===== src/rtl/cabfs_pkg.sv =====
package cabfs_pkg;

  typedef enum logic [1:0] {
    FUNC_READ  = 2'd0,
    FUNC_WRITE = 2'd1,
    FUNC_BLIT  = 2'd2,
    FUNC_NOP   = 2'd3
  } cabfs_func_e;

  typedef enum logic [2:0] {
    REG_DEST_WIDTH  = 3'd0,
    REG_DEST_HEIGHT = 3'd1,
    REG_X_OFFSET    = 3'd2,
    REG_Y_OFFSET    = 3'd3,
    REG_BLEND_MODE  = 3'd4
  } cabfs_reg_e;

  localparam int CfgIdxW  = 3;
  localparam int CfgDataW = 13;

  typedef struct packed {
    logic [1:0]  func;
    logic [11:0] pos_x;
    logic [11:0] pos_y;
    logic [31:0] pixel;
  } cabfs_in_t;

  typedef struct packed {
    logic [31:0] read_value;
    logic        changed;
    logic        clipped;
  } cabfs_out_t;

  typedef struct packed {
    logic [9:0]         dest_width;
    logic [9:0]         dest_height;
    logic signed [12:0] x_offset;
    logic signed [12:0] y_offset;
    logic               blend_mode;
  } cabfs_cfg_t;

  typedef struct packed {
    logic        rd;
    logic        wr;
    logic        mrg;
    logic        clip;
    logic [31:0] pixel;
  } cabfs_op_t;

  // floor(v / 255) for v up to 255 * 255
  function automatic logic [7:0] div255(input logic [15:0] v);
    logic [16:0] t;
    t = {1'b0, v} + 17'd1 + 17'(v[15:8]);
    return t[15:8];
  endfunction

endpackage


===== src/rtl/cabfs_mix.sv =====
module cabfs_mix (
  input  logic        clk_i,
  input  logic [31:0] dst_i,
  input  logic [31:0] src_i,
  output logic [31:0] mix_o
);
  import cabfs_pkg::*;

  logic [7:0]  sa, nsa, nda;
  logic [15:0] pa_d, pa_q;
  logic [15:0] ch_d [3];
  logic [15:0] ch_q [3];

  always_comb begin
    sa   = src_i[31:24];
    nsa  = 8'd255 - sa;
    nda  = 8'd255 - dst_i[31:24];
    pa_d = 16'(nda) * 16'(nsa);
    for (int c = 0; c < 3; c++) begin
      ch_d[c] = 16'(dst_i[8*c +: 8]) * 16'(nsa) + 16'(src_i[8*c +: 8]) * 16'(sa);
    end
  end

  always_ff @(posedge clk_i) begin
    pa_q <= pa_d;
    for (int c = 0; c < 3; c++) begin
      ch_q[c] <= ch_d[c];
    end
  end

  assign mix_o = {8'd255 - div255(pa_q), div255(ch_q[2]), div255(ch_q[1]),
                  div255(ch_q[0])};

endmodule


===== config.mk =====
export PLATFORM = sky130hd
export DESIGN_NAME = cabfs_mix
export DESIGN_NICKNAME = d
export VERILOG_FILES = /design/src/rtl/cabfs_pkg.sv /design/src/rtl/cabfs_mix.sv
export SDC_FILE = /design/constraint.sdc
export NUM_CORES = 1
export LEC_CHECK = 0
export ABC_AREA = 1
export BUFFER_PORTS_ARGS = -buffer_cell sky130_fd_sc_hd__clkbuf_2
export CORE_ASPECT_RATIO = 1.25
export CORE_UTILIZATION = 30
export DETAILED_ROUTE_END_ITERATION = 16
export GPL_ROUTABILITY_DRIVEN = 0
export SLEW_MARGIN = 20
export SYNTH_ARGS = -nofsm -noshare
export SYNTH_HDL_FRONTEND = slang
export SYNTH_SLANG_ARGS = --single-unit

===== constraint.sdc =====
create_clock -name clk_i -period 9.3 [get_ports clk_i]
set_clock_uncertainty 0.15 [all_clocks]
set_input_delay 0.93 -clock clk_i [delete_from_list [all_inputs] [get_ports clk_i]]
set_output_delay 0.93 -clock clk_i [all_outputs]
set_load 0.02 [all_outputs]

=== Word-level counts from Yosys, hierarchy flattened ===
Memories as Yosys holds them, arrays and structs flattened.
Cells that the tools add are included.

* $add $sub $neg: 14
* Multipliers: 7

{| class="wikitable"
|+ Operators by type and width
! operator !! count
|-
| multiplier 8 x 8 -> 16 bit || 7
|-
| adder 16 x 1 -> 16 bit (second input constant) || 4
|-
| adder 16 x 8 -> 16 bit || 4
|-
| adder 16 bit || 3
|-
| subtractor 8 bit (first input constant) || 3
|}

* Flip-flop bits (word level): 16
* Word-level logic and storage cells: 23
* Memories kept: 1
* Bits in writable memories: 48
* Input bits: 65
* Output and inout bits: 32

{| class="wikitable"
|+ Memories
! name !! depth !! bits a word !! read ports !! clocked after Yosys merged registers in !! write ports !! line !! source
|-
| ch_q || 3 || 16 || 3 || 0 || 3 || cabfs_mix.sv:12 || <nowiki>logic [15:0] ch_q [3];</nowiki>
|}

=== Logic depth before layout (Yosys ltp) ===
* Depth after elaboration: 3
* Mapped depth: 25
* Depth with buffers taken out: 23

=== Worst setup path after synthesis ===
Ideal clock, no wire load.

* Path type: input to register
* Start point: input port src_i[25]
* End point: memory ch_q[1][15], in the netlist ch_q[0][31]
* Path slack: 3.519 ns
* Buffers on the path: 2
* Arrival time: 5.519 ns
* Stages on the path: 22
* Required time: 9.038 ns
* Library setup time: 0.112 ns
* Path through: clkbuf_1 -> inv_1 -> clkbuf_1 -> nand2_1 -> fa_1 -> fa_1 -> inv_1 -> fa_1 -> inv_1 -> fa_1 -> fa_1 -> fa_1 -> inv_1 -> ha_1 -> nand2_1 -> nand2_1 -> nand2_1 -> nand2_1 -> a21oi_1 -> nand2_1 -> nand2_1 -> nand2_1

{| class="wikitable"
|+ RTL lines
! element !! line !! source
|-
| from (decl) || cabfs_mix.sv:4 || <nowiki>input logic [31:0] src_i,</nowiki>
|-
| to (decl) || cabfs_mix.sv:12 ||
|}

==> summary.md <==
| Metric | Value |
|---|---|
| IR drop worst, VDD | `slightly below 300 µV` |
| Core Region | `between 60000 and 70000 µm²` |
| Clock tree buffer depth | `2` |
| Final setup TNS | `0 ns` |
| Worst-path fanout max | `39` |
| Hold path startpoint | `dst_i[24]` |
| Via count | `16100` |
| Nets | `between 3000 and 4000` |
| Cell Int Power | `between 0.003 and 0.004 W` |
| Met1 wire length | `20.8 mm` |
| Clk pwr share | `0.044` |
| Max-slew violations | `0` |
| Die area | `approximately 66000 µm²` |
| DR pass1 iterations | `5` |
| Reg clk slew, reported paths | `roughly 0.060 ns` |
| Mapped Cells | `approximately 2800` |
| PostCTS Resize Cnt | `0` |
| WS Path Type | `in2reg` |
| Crit path DAT | `around 6.5 ns` |
| Wire per inst | `13.1 µm` |
| Setup Viol. Count Final | `0` |
| Most numerous cell in the Yosys netlist | `inv_1` |
| Area grow syn2layout | `8.14%` |
| Ys async rst share | `0` |
| Total of max-cap violations | `0` |
| Synthesized area per cell | `7.02 µm²` |
| TritonCTS Buffers | `9` |
| Sequential area share after synthesis | `0.0654` |
| Row cnt | `between 100 and 150` |
| H-tree depth | `3` |
| Met3 WL | `between 1.5 and 2 mm` |
| Fmax achieved | `between 150 and 200 MHz` |
| CP dominant cell by count | `fa_1` |
| CP Launch Point | `src_i[31]` |
| Post-route ant nets | `0` |
| Commonest cells in the netlist | `inv_1 (812), nand2_1 (769), fa_1 (324)` |
| Vias in the first global route | `16700` |
| Worst hold path class | `in2reg` |
| Outcome | `completed` |
| Worst Setup Start Kind | `primary input` |
| Iter 0 DRT Violations | `735` |
| Flop pwr share | `0.081` |
| Total design power | `between 0.007 and 0.008 W` |
| Main synth FF type | `dfxtp_1` |
| Clk sinks | `64` |
| Critical Path Max Stage Delay | `just over 0.7 ns` |
| Pleak | `~13 nW` |
| Hpwl dp | `about 41 mm` |
| Die H | `roughly 290 µm` |
| Global route overflow | `0` |
| Cell variety after synth | `35` |
| Total wire length | `slightly below 50 mm` |
| Slew HR | `0.473` |
| Hold-fix buffers at CTS | `0` |
| Share of layout cells above drive strength 1 | `0.0479` |
| CTS tree | `yes` |
| Post-Syn Area | `just under 20000 µm²` |
| Worst slew pin tran | `0.785 ns` |
| Minimum clock period | `6.36 ns` |
| Cell taking the most area after synthesis | `fa_1` |
| CP Data Required Time | `about 9.4 ns` |
| Final hold violation count | `0` |
| Period Utilization, post-route | `0.683` |
| Root buf cell | `clkbuf_16` |
| Vias per cell | `roughly 4.4` |
| PortBufs | `96` |
| Synth area leaders | `fa_1 (33%), ha_1 (16%), inv_1 (16%)` |
| Yosys warning count | `0` |
| First-pass GRT wire length | `about 82 mm` |
| FF+latch count, synth | `64` |
| Post-CTS Setup Bufs | `0` |
| Worst path cell trace | `clkbuf_2, buf_4, clkinv_1, nand2_1, fa_1, fa_1, inv_1, fa_1, fa_1, fa_1, inv_1, fa_1, inv_1, ha_1, nand2_1, inv_1, nand2_1, nor3_1, nand2_1, nand3_1, nand2_1` |
| Number of synthesized flops with an enable pin | `0` |
| DRC viols | `0` |
| PwrDens | `368 nW/µm²` |
| Endpoint type of the worst setup path | `register` |
| Max Used Layer | `met5` |
| GRT Util Overall | `0.154` |
| Die width | `about 230 µm` |
| Ports | `97` |
| Met2 WL post-DR | `about 25 mm` |
| Initial antenna violation count | `9` |
| Initial core utilization | `0.304` |
| RSZ-0062 raised after global routing | `no` |
| Comb power frac | `0.875` |
| Switch share | `0.576` |
| Net Sw Power | `0.00450 W` |
| Largest net degree at the start of global routing | `45` |
| Slowest-stage cell, CP | `clkinv_1` |
| Area share of the largest cell type after synthesis | `0.331` |
-- sequential cells by signal (all words and copies together), names as in the netlist --
signal  flops
ch_q       48
pa_q       16
-- cell families after synthesis --
logic type               Yosys count  share of synthesized area
flip-flops                        64                     0.0654
XOR/XNOR                          32                     0.0143
adder cells (fa/ha/maj)          574                      0.491
AO/OA/AOI/OAI                     69                     0.0194
other                              1                   0.000191
AND/OR/NAND/NOR                 1158                      0.237
buffers and inverters            892                      0.173
-- stage by stage --
step | std cells | util | setup slack (ns) | hold slack [ns] | area [µm²]
detailed placement | 3672 | 0.324 | 2.56 | 1.15 | 20900
floorplan | 2792 | - | 3.52 | 0.991 | 19600
global placement | 3672 | 0.324 | 2.66 | 1.14 | 20900
global route | 3690 | 0.328 | 2.59 | 0.763 | 21200
CTS | 3686 | 0.328 | 2.94 | 0.757 | 21200
finish | 3692 | 0.328 | 2.94 | 0.752 | 21200
-- critical path, delay by kind of cell --
kind          cells  cell delay (ns)
simple gates      7             0.81
buf+inv           7             1.43
fa+ha+maj         7             3.27
-- cells in the final DEF, fill, tap and decap left out, drive strengths merged, types with 6 or more instances in the layout --
cell type / count
nand3b: 7
nor2: 229
dfxtp: 64
xnor2: 12
nand3: 99
ha: 250
nand4: 20
diode: 6
inv: 815
buf: 8
clkbuf: 110
xor2: 20
o21ai: 12
nand2: 776
and2: 8
or2: 8
fa: 324
a21oi: 45
nor3: 11
o21bai: 6
-- power by group through the flow --
stage	clock network, W	logic (W)	registers, W
2_1_floorplan	0	0.00534	0.000574
3_3_place_gp	0	0.00686	0.000644
3_5_place_dp	0	0.00689	0.000642
4_1_cts	0.000352	0.00696	0.000638
5_1_grt	0.000364	0.00799	0.000652
6_report	0.000340	0.00683	0.000636
-- layout make-up --
class,instances,area (µm²)
Fill cell,7083,43400
Multi-Input combinational cell,1836,14900
Inverter,820,3080
Sequential cell,64,1280
Tap cell,848,1060
Timing Repair Buffer,104,541
Clock buffer,14,274
Antenna cell,6,15.0
-- path summary, 6_finish.rpt --
check	cells past startpoint	to
hold / removal	2	pa_q[0]
setup / recovery	21	ch_q[0][15]
-- routing by layer --
layer / global-route usage / up-vias
met5: 0 / -
met4: 0.0469 / 8
met3: 0.0190 / 60
met2: 0.282 / 241
met1: 0.186 / 7680
li1: - / 8074
Note: power is estimated with default switching activity, not from simulation.
