### config.mk
export PLATFORM = sky130hd
export DESIGN_NAME = cabfs_front
export DESIGN_NICKNAME = d
export VERILOG_FILES = /design/src/rtl/cabfs_pkg.sv /design/src/rtl/cabfs_front.sv
export SDC_FILE = /design/constraint.sdc
export NUM_CORES = 1
export LEC_CHECK = 0
export BUFFER_PORTS_ARGS = -buffer_cell sky130_fd_sc_hd__buf_2
export CAP_MARGIN = 20
export CORE_MARGIN = 8
export CORE_UTILIZATION = 40
export DETAILED_ROUTE_END_ITERATION = 8
export PLACE_DENSITY = 0.85
export SLEW_MARGIN = 20
export SYNTH_ARGS = -nofsm -noshare
export SYNTH_HDL_FRONTEND = slang
export SYNTH_SLANG_ARGS = --single-unit
### constraint.sdc
create_clock -name vclk -period 11.2
set_input_delay 1.12 -clock vclk [all_inputs]
set_output_delay 1.12 -clock vclk [all_outputs]
set_load 0.02 [all_outputs]
### src/rtl/cabfs_pkg.sv
package cabfs_pkg;

  typedef enum logic [1:0] {
    FUNC_READ  = 2'd0,
    FUNC_WRITE = 2'd1,
    FUNC_BLIT  = 2'd2,
    FUNC_NOP   = 2'd3
  } cabfs_func_e;

  typedef enum logic [2:0] {
    REG_DEST_WIDTH  = 3'd0,
    REG_DEST_HEIGHT = 3'd1,
    REG_X_OFFSET    = 3'd2,
    REG_Y_OFFSET    = 3'd3,
    REG_BLEND_MODE  = 3'd4
  } cabfs_reg_e;

  localparam int CfgIdxW  = 3;
  localparam int CfgDataW = 13;

  typedef struct packed {
    logic [1:0]  func;
    logic [11:0] pos_x;
    logic [11:0] pos_y;
    logic [31:0] pixel;
  } cabfs_in_t;

  typedef struct packed {
    logic [31:0] read_value;
    logic        changed;
    logic        clipped;
  } cabfs_out_t;

  typedef struct packed {
    logic [9:0]         dest_width;
    logic [9:0]         dest_height;
    logic signed [12:0] x_offset;
    logic signed [12:0] y_offset;
    logic               blend_mode;
  } cabfs_cfg_t;

  typedef struct packed {
    logic        rd;
    logic        wr;
    logic        mrg;
    logic        clip;
    logic [31:0] pixel;
  } cabfs_op_t;

  // floor(v / 255) for v up to 255 * 255
  function automatic logic [7:0] div255(input logic [15:0] v);
    logic [16:0] t;
    t = {1'b0, v} + 17'd1 + 17'(v[15:8]);
    return t[15:8];
  endfunction

endpackage

### src/rtl/cabfs_front.sv
module cabfs_front #(
  parameter int MAX_WIDTH  = 512,
  parameter int MAX_HEIGHT = 512,
  parameter int AddrW      = 18
) (
  input  cabfs_pkg::cabfs_in_t  in_i,
  input  cabfs_pkg::cabfs_cfg_t cfg_i,
  output cabfs_pkg::cabfs_op_t  op_o,
  output logic [AddrW-1:0]      addr_o
);
  import cabfs_pkg::*;

  localparam logic [12:0]      MaxW   = 13'(MAX_WIDTH);
  localparam logic [12:0]      MaxH   = 13'(MAX_HEIGHT);
  localparam logic [AddrW-1:0] StrideC = AddrW'(MAX_WIDTH);

  logic               is_blit;
  logic signed [13:0] tx, ty;
  logic [12:0]        use_w, use_h;
  logic               in_area;
  logic [7:0]         sa;
  logic               known;

  always_comb begin
    is_blit = (in_i.func == FUNC_BLIT);
    known   = (in_i.func != FUNC_NOP);
    tx = $signed({2'b00, in_i.pos_x})
       + (is_blit ? $signed({cfg_i.x_offset[12], cfg_i.x_offset}) : 14'sd0);
    ty = $signed({2'b00, in_i.pos_y})
       + (is_blit ? $signed({cfg_i.y_offset[12], cfg_i.y_offset}) : 14'sd0);
    use_w = ({3'b000, cfg_i.dest_width} < MaxW) ? {3'b000, cfg_i.dest_width} : MaxW;
    use_h = ({3'b000, cfg_i.dest_height} < MaxH) ? {3'b000, cfg_i.dest_height} : MaxH;
    in_area = !tx[13] && !ty[13] && (tx[12:0] < use_w) && (ty[12:0] < use_h);
    sa = in_i.pixel[31:24];

    op_o.pixel = in_i.pixel;
    op_o.clip  = known && !in_area;
    op_o.rd    = in_area && (in_i.func == FUNC_READ);
    op_o.wr    = in_area && ((in_i.func == FUNC_WRITE) ||
                 (is_blit && (!cfg_i.blend_mode || (sa != 8'd0))));
    op_o.mrg   = in_area && is_blit && cfg_i.blend_mode &&
                 (sa != 8'd0) && (sa != 8'd255);

    addr_o = AddrW'(ty[11:0]) * StrideC + AddrW'(tx[11:0]);
  end

endmodule

# Word level (Yosys, flattened, before mapping)
# Cells that the tools add are included.
# W data, S select, Z words.
totals:
  register_bits: 0
  input_bits: 105
  output_inout_bits: 54
  word_cells: 34
classes:
  addsub: 3
  order_cmp: 4
  eq_ne: 4
  muxes: 4
  reduce_logical: 19
ops:
  columns: ["cell", "n"]
  rows:
  - ["$add A13 B14 Y14", 2]
  - ["$mux W14", 2]
  - ["$lt A13 B10 Y1", 2]
  - ["$lt A10 B10 Y1 const B", 2]
  - ["$mux W10", 2]
  - ["$add A18 B12 Y18", 1]
  - ["$logic_and A1 B1 Y1", 11]
  - ["$ne A8 B8 Y1 const B", 1]
  - ["$reduce_bool A8 Y1", 1]
  - ["$logic_not A1 Y1", 4]
  - ["$eq A2 B1 Y1 const B", 1]
  - ["$eq A2 B2 Y1 const B", 1]
  - ["$logic_not A2 Y1", 1]
  - ["$logic_or A1 B1 Y1", 2]
  - ["$ne A2 B2 Y1 const B", 1]

# Logic depth before layout (Yosys ltp)
# Gate-level depths: netlist (run 1).
depth:
  word_depth: 11
  ltp_mapped: 20
  depth_no_buf: 18

# Least setup slack after synthesis (run 1)
# OpenSTA, ideal clock, no wires.
synth_timing:
  path_kind: "in2out"
  from: "in in_i[57] in the netlist's numbering"
  to: "out op_o[35] in the netlist's numbering"
  t_arrival_ns: 5.434
  required_time_ns: 10.080
  setup_slack_ns: 4.646
  cell_stages: 20
  n_path_buf: 2
  cell_sequence: "nor2b_1 > clkbuf_1 > clkbuf_1 > and2_1 > ha_1 > inv_1 > fa_1 > nand2b_1 > a21oi_1 > nor2_1 > nor2_1 > nor2_1 > xnor2_1 > ha_1 > a21oi_1 > o22ai_1 > a2111oi_0 > o211ai_1 > or4_4 > nor3_1"
synth_lines:
  columns: ["item", "line", "source"]
  rows:
  - ["from (decl)", "cabfs_front.sv:6", "input cabfs_pkg::cabfs_in_t in_i,"]
  - ["to (decl)", "cabfs_front.sv:8", "output cabfs_pkg::cabfs_op_t op_o,"]

==> qor.txt, run 1 <==
sequential cell count: 0
synth unique cells: 55
gr busiest metal: met2
Setup TNS: 0 ns
CP max-delay cell: or4_4
syn_nets: 516
Slew Limit Headroom: 0.402
Die ar.: 9090 um^2
status: completed
Synth area leader: ha_1
delay-heaviest family, CP: compound AO/OA/AOI/OAI gates
commonest non-fill, non-tap cells in the layout: buf_2 (111), ha_1 (45), nand2_1 (38)
initial core utilization: 0.406
drt pass-1 iters: 4
synthesized cell area: 2520 um^2
DP HPWL: 6900 um
largest net degree at the start of global routing: 29
Rows: 29
DR vias: 2,797
Post-Syn Area per Cell: 6.92 um^2
final instance area: 2900 um^2
fin. max-slew vios: 0
post-layout minimum cycle time: 6.79 ns
Hold EP: op_o[17]
Via density: 5.44
initial antenna violation count: 0
global-route usage over all layers: 0.160
Buf+Inv Stages, Crit Path: 4
max incr delay on CP: 0.53 ns
Post-CTS Resized: 0
data arrival time of the critical path: 5.67 ns
area occupied by registers: 0 um^2
Max Clk Rate: 147 MHz
post-CTS setup buffers: 0
layout cell share with drive strength beyond 1: 0.277
vias in the first global route: 2,731
Synth Instances: 364
max-cap viol count: 0
area share of the largest cell type after synthesis: 0.224
Final nets: 591
leak pwr: 0.00151 uW
Critical Path Fanout Max: 28
Post-route DRC: 0
count of input and output buffers: 111
DR iter-0 viols: 151
commonest non-fill, non-tap cell in the layout: buf_2
diode count: 0
CP startpoint kind: primary input
Area after DPL: 2900 um^2
first-pass GRT wire length: 12,300 um
met2 Use GR: 0.293
pwr/cell area: 57.7 nW/um^2
clock buffers: 0
fin cells: 514
crit path capture type: output pin
Slew @ Worst Pin: 0.875 ns
die height: 95.4 um
core area: 6200 um^2
Ys Warns: 0
Synth area leaders: ha_1 (22%), buf_4 (10%), and2_1 (6.0%)
Routed WL: 7910 um
CP Class: primary input to output pin
met1 Usage GRT: 0.196
period utilization: 0.606
Ports: 159
Avg WL per Cell: 15.4 um
grt ovf: 0
gpl congestion: 0.875
sequential element share of the synthesized area: 0
hold path cells: 0
worst path required time: 10.08 ns
Levels on crit path: 21
Min-Delay Path Class: primary input to output pin
Peak supply drop: 0.0290 mV
met3 usage: 0.0236
antenna viol nets, final: 0
Syn-to-layout area delta: 15.3%
Post-CTS Hold Buffers: 0
dpl cells: 514
crit path cell chain: buf_2 -> nor2b_1 -> buf_4 -> and2_1 -> ha_1 -> inv_1 -> fa_1 -> nand2b_1 -> a211o_1 -> a21oi_1 -> nor2_1 -> xnor2_1 -> ha_1 -> a21o_1 -> a211oi_1 -> o311ai_0 -> a2111oi_0 -> o211ai_1 -> or4_4 -> nor3_2 -> buf_2
RSZ-0062 raised after global routing: no
Die X: 95.4 um
Hold Violations, Final: 0
worst hold start: in_i[17]
final setup fails: 0
[worst max path at each step]
stage          endpoint     start
4_1_cts        op_o[33]  in_i[57]
6_report       op_o[33]  in_i[57]
3_3_place_gp   op_o[33]  in_i[57]
2_1_floorplan  op_o[35]  in_i[57]
5_1_grt        op_o[33]  in_i[57]
3_5_place_dp   op_o[33]  in_i[57]
[routing by layer]
layer  vias up  wire, um
met5         -         0
met1      1264      3390
met3         6       699
met4         0        37
met2        99      3780
li1       1428         -
[area by class of cell]
cell class                 instances  area, um^2
fill                             659        3300
inverter                          16        60.1
timing repair buffer             112         563
multi-input combinational        309        2180
tap                               77        96.3
[Yosys cell counts (all sizes together) (2+ instances only)]
| cell type | count |
|---|---|
| and2 | 24 |
| nand3 | 8 |
| fa | 2 |
| a2111oi | 4 |
| nor2 | 29 |
| or2 | 2 |
| o21ai | 16 |
| nor4 | 2 |
| xnor2 | 14 |
| xor2 | 8 |
| or4 | 4 |
| clkinv | 2 |
| inv | 14 |
| or3 | 3 |
| o22ai | 2 |
| mux2i | 2 |
| a211o | 3 |
| and3 | 2 |
| nand3b | 2 |
| a211oi | 7 |
| nor3 | 11 |
| a21o | 10 |
| a21oi | 26 |
| buf | 36 |
| o211ai | 5 |
| a31oi | 3 |
| nor2b | 6 |
| nand4 | 3 |
| nand2 | 38 |
| nand2b | 6 |
| o21a | 4 |
| ha | 45 |
| clkbuf | 3 |
| a21boi | 5 |
[stage by stage]
step	worst slack, ns	util	power [uW]	hold WS [ns]
finish	4.41	0.468	167	2.24
detailed placement	4.41	0.468	167	2.24
floorplan	4.65	-	128	2.32
CTS	4.37	0.468	168	2.24
global placement	4.62	0.468	163	2.24
global route	3.92	0.468	186	2.24
[power by group]
part	leakage [uW]	total (uW)	internal [uW]	switching, uW
combinational	0.00151	167	68.7	98.7
sequential	0	0	0	0
clock	0	0	0	0
[cells by family after synthesis]
kind of cell | count (synthesis) | synth area share
xor+xnor | 22 | 0.0765
fa+ha+maj | 47 | 0.239
buf+inv | 55 | 0.133
mux | 3 | 0.0124
simple gates | 143 | 0.290
compound gates | 94 | 0.249
No activity file was read; power rests on OpenSTA's default activity.
==> run 2, diff against run 1 <==
- PLACE_DENSITY: 0.85 -> 0.88
- clock period: 11.2 -> 5.47 ns (I/O delays scaled with it)
==> run 2 against run 1 <==
- worst setup slack worse by 4.3 ns
- cell count is 1.6% higher
- combinational power increased by 120%
- global-route usage decreased by 0.33 points
- sequential cell count unchanged
- clock-buffer cell count is the same
- die area is the same
- non-clock buffer count grew 8
- sequential share of layout area unchanged
==> qor.txt, run 2 (synthesis results as in run 1) <==
status: completed
cell-internal power: 155 uW
dpl cells: 517
antenna viol nets, final: 0
largest net degree at the start of global routing: 14
Top Metal Used: met4
fin. max-slew vios: 0
max-cap viol count: 0
DR vias: 2,876
Via density: 5.51
layout cell share with drive strength beyond 1: 0.319
Logic pwr share: 1.000
Slew Limit Headroom: 0.404
period utilization: 0.978
metal3 WL: 747 um
Final nets: 599
Die ar.: 9090 um^2
vias in the first global route: 2,672
final setup fails: 0
worst path required time: 4.92 ns
commonest non-fill, non-tap cell in the layout: buf_2
Critical Path End: op_o[35]
first-pass GRT wire length: 12,000 um
Slew @ Worst Pin: 0.872 ns
commonest non-fill, non-tap cells in the layout: buf_2 (105), ha_1 (43), nand2_1 (38)
Place WS: -0.0273 ns
area occupied by registers: 0 um^2
initial antenna violation count: 0
Final WS setup: 0.123 ns
CP Class: primary input to output pin
leak pwr: 0.00158 uW
Die X: 95.4 um
Core Util, Final: 0.494
count of input and output buffers: 111
post-layout minimum cycle time: 5.35 ns
initial core utilization: 0.406
Post-route DRC: 0
Routed WL: 8020 um
drt pass-1 iters: 4
pwr/cell area: 119 nW/um^2
Area after DPL: 2930 um^2
Critical Path Fanout Max: 5
clock power share: 0
sw frac: 0.575
grt ovf: 0
CP startpoint kind: primary input
clock buffers: 0
Hold Violations, Final: 0
Ports: 159
Fin Hold WS: 1.09 ns
Psw: 210 uW
sequential cell count: 0
fin cells: 522
data arrival time of the critical path: 4.80 ns
die height: 95.4 um
Rows: 29
Min-Delay Path Class: primary input to output pin
Reg power frac: 0
global-route usage over all layers: 0.156
gpl congestion: 0.888
wl on met1: 3250 um
Peak supply drop: 0.0631 mV
fillers: 646
crit path capture type: output pin
core area: 6200 um^2
DR iter-0 viols: 141
Syn-to-layout area delta: 21.7%
final instance area: 3060 um^2
Avg WL per Cell: 15.4 um
CP startpoint: in_i[56]
DP HPWL: 6810 um
WL met2: 3900 um
diode count: 0
Max Clk Rate: 187 MHz
footprint of the multi-input gates: 2260 um^2
[run 2: cell count changes in the layout (fill, tap and decap cells not counted), moves of 2 or more]
cell / delta
buf_4: +11
buf_2: -6
buf_6: +3
a21oi_1: -2
a21oi_2: +2
ha_1: -2
[run 2: metal layers]
| metal | up-vias | track usage |
|---|---|---|
| met1 | 1304 | 0.184 |
| met2 | 111 | 0.284 |
| li1 | 1443 | - |
| met3 | 18 | 0.0331 |
| met4 | 0 | 0.0286 |
| met5 | - | 0 |
[run 2: worst min path at each step]
stage                     endpoint     start  cells past startpoint
after floorplan           op_o[35]  in_i[57]                      1
after global placement    op_o[13]  in_i[13]                      0
after detailed placement  op_o[13]  in_i[13]                      0
after CTS                 op_o[13]  in_i[13]                      0
after global routing      op_o[17]  in_i[17]                      0
final                      op_o[3]   in_i[3]                      0
[run 2: power groups by stage]
| stage | sequential (uW) | clock (uW) | combinational, uW |
|---|---|---|---|
| floorplan | 0 | 0 | 263 |
| global placement | 0 | 0 | 336 |
| detailed placement | 0 | 0 | 343 |
| CTS | 0 | 0 | 351 |
| global route | 0 | 0 | 402 |
| finish | 0 | 0 | 365 |
[run 2: worst max-delay path, stage by stage]
cell      delay [ns]
buf_4           0.14
nor2b_4         0.12
buf_6           0.12
and2_4          0.15
ha_4            0.12
inv_1           0.05
fa_2            0.40
nand2b_4        0.16
a211o_1         0.33
a21oi_2         0.16
nor2_1          0.08
xnor2_1         0.23
ha_1            0.30
buf_4           0.14
buf_4           0.13
nand3_2         0.08
or3_1           0.11
a21oi_1         0.04
or4_1           0.48
or4_4           0.59
nor3_2          0.17
buf_4           0.16
[run 2: timing repair]
action / CTS / global route
hold buffers: 0 / 0
gates resized for setup: 5 / 25
buffers inserted: 3 / 2
pin swaps: 5 / 16
endpoints found under the setup margin: 4 / 4
[run 2: through the flow]
step | total power [uW] | TNS (ns)
floorplan | 263 | 0
global placement | 336 | 0
detailed placement | 343 | -0.0297
CTS | 351 | 0
global route | 402 | -0.0873
finish | 365 | 0
[run 2: final cells by class]
class	count	share of cell area
Inverter	16	0.0196
Multi-Input combinational cell	309	0.737
Timing Repair Buffer	120	0.212
Tap cell	77	0.0314
